[src/hw/rtl/fmvbd_pkg.sv]
`default_nettype none

package fmvbd_pkg;

    localparam int unsigned PosWidth = 13;

    localparam logic [PosWidth-1:0] DumpSize    = 13'd4104;
    localparam logic [PosWidth-1:0] PosStart    = 13'd0;
    localparam logic [PosWidth-1:0] PosVendor   = 13'd1;
    localparam logic [PosWidth-1:0] PosFormat   = 13'd3;
    localparam logic [PosWidth-1:0] PosData     = 13'd6;
    localparam logic [PosWidth-1:0] PosChecksum = 13'd4102;
    localparam logic [PosWidth-1:0] PosEnd      = 13'd4103;

    localparam logic [7:0] ByteStart  = 8'hF0;
    localparam logic [7:0] ByteVendor = 8'h43;
    localparam logic [7:0] ByteFormat = 8'h09;
    localparam logic [7:0] ByteEnd    = 8'hF7;

    typedef enum logic [2:0] {
        ERR_OK       = 3'd0,
        ERR_SIZE     = 3'd1,
        ERR_START    = 3'd2,
        ERR_VENDOR   = 3'd3,
        ERR_END      = 3'd4,
        ERR_FORMAT   = 3'd5,
        ERR_CHECKSUM = 3'd6
    } t_err;

    typedef struct packed {
        logic [7:0] dump_byte;
        logic       is_last;
    } t_dump_in;

    typedef struct packed {
        logic       has_voice_byte;
        logic [7:0] voice_byte;
        logic [6:0] voice_byte_index;
        logic       is_verdict;
        logic       dump_ok;
        logic [2:0] error_code;
    } t_dump_out;

endpackage

`default_nettype wire

[src/hw/rtl/fmvbd_check.sv]
`default_nettype none

module fmvbd_check (
    input  wire logic               i_clk,
    input  wire logic               i_rst_n,
    input  wire logic               i_step,
    input  wire fmvbd_pkg::t_dump_in i_item,
    input  wire logic [4:0]         i_voice_select,
    output fmvbd_pkg::t_dump_out    o_result,
    output logic                    o_has_result
);
    import fmvbd_pkg::*;

    logic [PosWidth-1:0] r_pos, n_pos;
    logic [6:0]          r_acc, n_acc;
    logic [7:0]          r_stored, n_stored;
    logic                r_start_bad, n_start_bad;
    logic                r_vendor_bad, n_vendor_bad;
    logic                r_format_bad, n_format_bad;

    logic                in_range;
    logic                in_data;
    logic [PosWidth-1:0] data_off;
    logic                in_window;
    logic [6:0]          acc_upd;
    t_err                code;

    always_comb begin
        in_range  = r_pos < DumpSize;
        in_data   = (r_pos >= PosData) && (r_pos < PosChecksum);
        data_off  = r_pos - PosData;
        // The voice window is 128 bytes, so the voice number is the upper offset bits.
        in_window = in_data && (data_off[11:7] == i_voice_select);
        acc_upd   = r_acc - i_item.dump_byte[6:0];
    end

    always_comb begin
        priority if (r_pos != PosEnd) begin
            code = ERR_SIZE;
        end else if (r_start_bad) begin
            code = ERR_START;
        end else if (r_vendor_bad) begin
            code = ERR_VENDOR;
        end else if (i_item.dump_byte != ByteEnd) begin
            code = ERR_END;
        end else if (r_format_bad) begin
            code = ERR_FORMAT;
        end else if (r_stored != {1'b0, r_acc}) begin
            code = ERR_CHECKSUM;
        end else begin
            code = ERR_OK;
        end
    end

    always_comb begin
        o_result.has_voice_byte   = in_window;
        o_result.voice_byte       = in_window ? i_item.dump_byte : 8'd0;
        o_result.voice_byte_index = in_window ? data_off[6:0] : 7'd0;
        o_result.is_verdict       = i_item.is_last;
        o_result.dump_ok          = i_item.is_last && (code == ERR_OK);
        o_result.error_code       = i_item.is_last ? code : ERR_OK;
        o_has_result              = in_window || i_item.is_last;
    end

    always_comb begin
        n_pos        = r_pos;
        n_acc        = r_acc;
        n_stored     = r_stored;
        n_start_bad  = r_start_bad;
        n_vendor_bad = r_vendor_bad;
        n_format_bad = r_format_bad;
        if (i_step) begin
            if (i_item.is_last) begin
                n_pos        = '0;
                n_acc        = '0;
                n_stored     = '0;
                n_start_bad  = 1'b0;
                n_vendor_bad = 1'b0;
                n_format_bad = 1'b0;
            end else if (in_range) begin
                n_pos = r_pos + 13'd1;
                if (r_pos == PosStart) begin
                    n_start_bad = (i_item.dump_byte != ByteStart);
                end
                if (r_pos == PosVendor) begin
                    n_vendor_bad = (i_item.dump_byte != ByteVendor);
                end
                if (r_pos == PosFormat) begin
                    n_format_bad = (i_item.dump_byte != ByteFormat);
                end
                if (r_pos == PosChecksum) begin
                    n_stored = i_item.dump_byte;
                end
                if (in_data) begin
                    n_acc = acc_upd;
                end
            end
        end
    end

    always_ff @(posedge i_clk) begin
        if (!i_rst_n) begin
            r_pos        <= '0;
            r_acc        <= '0;
            r_stored     <= '0;
            r_start_bad  <= 1'b0;
            r_vendor_bad <= 1'b0;
            r_format_bad <= 1'b0;
        end else begin
            r_pos        <= n_pos;
            r_acc        <= n_acc;
            r_stored     <= n_stored;
            r_start_bad  <= n_start_bad;
            r_vendor_bad <= n_vendor_bad;
            r_format_bad <= n_format_bad;
        end
    end

endmodule

`default_nettype wire

[config.mk]
export PLATFORM = sky130hd
export DESIGN_NAME = fmvbd_check
export DESIGN_NICKNAME = d
export VERILOG_FILES = /design/src/hw/rtl/fmvbd_pkg.sv /design/src/hw/rtl/fmvbd_check.sv
export SDC_FILE = /design/constraint.sdc
export NUM_CORES = 1
export LEC_CHECK = 0
export BUFFER_PORTS_ARGS = -buffer_cell sky130_fd_sc_hd__buf_2
export CORE_MARGIN = 2
export CORE_UTILIZATION = 45
export DETAILED_ROUTE_END_ITERATION = 8
export HOLD_SLACK_MARGIN = 0.03
export PLACE_DENSITY = 0.66
export RECOVER_POWER = 25
export SETUP_SLACK_MARGIN = 0.02
export SYNTH_ARGS = -nofsm -noshare
export SYNTH_HDL_FRONTEND = slang
export SYNTH_SLANG_ARGS = --single-unit
export TNS_END_PERCENT = 30
[constraint.sdc]
create_clock -name i_clk -period 4.5 [get_ports i_clk]
set_input_delay 0.675 -clock i_clk [delete_from_list [all_inputs] [get_ports i_clk]]
set_output_delay 0.675 -clock i_clk [all_outputs]
set_load 0.005 [all_outputs]
==> flow_metrics.tcl <==
set metrics [dict create \
    max_stage_delay_ps 440 \
    endpoint_kind "primary output" \
    met2_usage_pct 29.74 \
    skew_ps 9.532 \
    period_minus_slack_ps 3527 \
    ys_seq_elements 31 \
    drc_errors 0 \
    dp_slack_ps 1281 \
    slowest_stage "or3_1" \
    layout.nets 362 \
    finalMaxSlewViolations 0 \
    cts-root-buf "clkbuf_8" \
    grt_max_degree 30 \
    cts-htree-levels 2 \
    postRouteAntennaNets 0 \
    antenna_found_initial 0 \
    globalplace.congestion 0.8339 \
    start_util_pct 47.36 \
    cts_buffer_depth 2 \
    cts_hold_buf 0 \
    combPwrFrac_pct 12.0 \
    cap_violations 0 \
    p_leak_nw 1.089 \
    port_buffers 38 \
    syn_nets 335 \
    synth_cells 307 \
    cp_max_fo 17 \
    dpl.hpwl_um 4513 \
    syn_area_per_cell_um2 8.029 \
    cts_tree "done" \
    cts-resized-gates 0 \
    netSwitchingFraction_pct 26.35 \
    grt.total_usage_pct 21.39 \
    die_y_um 78.01 \
    ys_async_sr_fraction_pct 0 \
    hold_viol 0 \
    synth_cell_types 58 \
    final_cell_mix "nand2_1 (36), buf_2 (36), dfxtp_1 (31), nor2_1 (25), xor2_1 (15)" \
    p_int_uw 442.7 \
    synth-edff-count 0 \
    grt_pass1_vias 2127 \
    crit_buf_inv 1 \
    ir_drop_mv 0.1419 \
    dieArea_um2 6086 \
    netlist_area_um2 2465 \
    finalSetupViolCount 0 \
    worst_pin_slew_ps 1158 \
    grt-ovfl-total 0 \
    viasPerCell 5.699 \
    slew_headroom_pct 22.81 \
    crit_family "simple AND/OR/NAND/NOR gates" \
    crit_type "flip-flop to primary output" \
    hp-start "r_stored[7]$_SDFFE_PN0P_" \
    seqPwrFrac_pct 46.5 \
    area_delta_synth_final_pct 10.15 \
    io_pins 39 \
    p_per_area_nw_per_um2 221.4 \
    tns_ps 0 \
    timing.rr.start "r_pos[1]$_SDFFE_PN0P_" \
    use_met3_pct 4.368 \
    hold_path_class "flip-flop to flip-flop" \
    clockPowerShare_pct 41.5 \
    status "completed" \
    p_sw_uw 158.4 \
    drt_iter0_markers 165 \
    finalCritPeriodShare_pct 78.37 \
    cts_buffers 5 \
    drive_gt1_share_pct 17.31 \
    grt-busiest-layer "met1" \
    fin_ws_ps 973.4 \
    core_area_um2 5205 \
    rows 26 \
    wl_per_cell_um 15.31 \
    routed_wirelength_um 6202 \
    synth-main-ff-cell "dfxtp_1" \
    fmax_mhz 283.6 \
    critPathRequiredTime_ps 3830 \
    crit_chain "ha_1, or3_1, o31a_1, nor2_2, o211ai_2, nor3b_1, buf_2" \
    met1_usage_pct 32.81 \
    clock-sinks 31 \
    startpoint_type "flip-flop" \
    yosysSeqAreaShare_pct 25.18 \
    grt_pass1_wl_um 10550 \
    rsz0062_at_grt "no" \
    clk_pin_slew_worst_paths_ps 60 \
    crit_start "r_pos[1]$_SDFFE_PN0P_" \
    diodes 0 \
    yosys_warnings 0 \
    die_x_um 78.01 \
    worstPathArrival_ps 2850 \
    post_cts_buffers 0 \
    clk_latency_ps 290 \
    dr.pass1.iters 4 \
    vias 2308 \
]
layout make-up:
cell class | count | area, µm²
fill | 532 | 2490
multi-input combinational | 247 | 1678
clock buffer | 8 | 100.1
inverter | 11 | 41.29
sequential | 31 | 620.6
tap | 70 | 87.58
timing repair buffer | 38 | 187.7
cell families after synthesis:
kind of cell	synth area share, %
compound gates	16.85
simple gates	34.97
mux	0.4061
xor+xnor	9.949
flops	25.18
fa+ha+maj	5.888
buf+inv	6.751
final timing paths:
check,end,slack (ps),depth (start not counted)
setup / recovery,o_result[7],970,7
hold / removal,r_stored[7]$_SDFFE_PN0P_,460,2
setup reg to reg,r_acc[5]$_SDFFE_PN0P_,2100,6
hold reg to reg,r_stored[7]$_SDFFE_PN0P_,460,2
Yosys cell counts (5+ instances only):
cell type	n	area share, %
inv_1	11	1.7
nand2b_1	5	1.3
nand2_1	36	5.5
xor2_1	15	5.3
nor4b_1	5	1.8
a21oi_1	7	1.4
ha_1	10	5.1
nor3b_1	6	1.8
nand4_1	10	2.5
nor3_2	9	3.7
nor2_1	25	3.8
dfxtp_1	31	25
nor2b_1	14	3.6
nor4_1	6	1.5
xnor2_1	13	4.6
clkbuf_1	8	1.2
nand3_1	7	1.4
o22ai_1	8	2.0
nor3_1	7	1.4
per-layer routing:
layer	part of all wire [%]	routed length (µm)
met2	43	2661
met5	0	0
met3	4.8	300
met1	52	3213
met4	0.44	27
registers in the layout, indices dropped and copies added, names as in the netlist:
name and cells:
r_pos 13, r_stored 8, r_acc 7, r_format_bad 1, r_start_bad 1, r_vendor_bad 1
worst min-delay path, cell delays in order, from the launching register on:
cell and delay [ps]:
dfxtp_1 310, nand2_1 50, o22ai_1 60
per-stage QoR:
step | util (%) | total power [mW] | std cells | hold WS [ps] | instance area [µm²]
floorplan | - | 0.3356 | 307 | 441.1 | 2465
global placement | 50.29 | 0.3569 | 397 | 455.0 | 2618
detailed placement | 50.29 | 0.3571 | 397 | 453.7 | 2618
CTS | 52.21 | 0.6047 | 405 | 462.6 | 2718
global route | 52.16 | 0.6275 | 405 | 485.9 | 2715
finish | 52.16 | 0.6011 | 405 | 464.2 | 2715
power groups by stage:
stage,registers [mW],logic [mW],clock network [mW]
floorplan,0.285,0.0508,0
global placement,0.285,0.0714,0
detailed placement,0.286,0.0715,0
CTS,0.279,0.0719,0.253
global route,0.280,0.0807,0.267
finish,0.279,0.0722,0.249
Power figures use the tool's default switching activity.
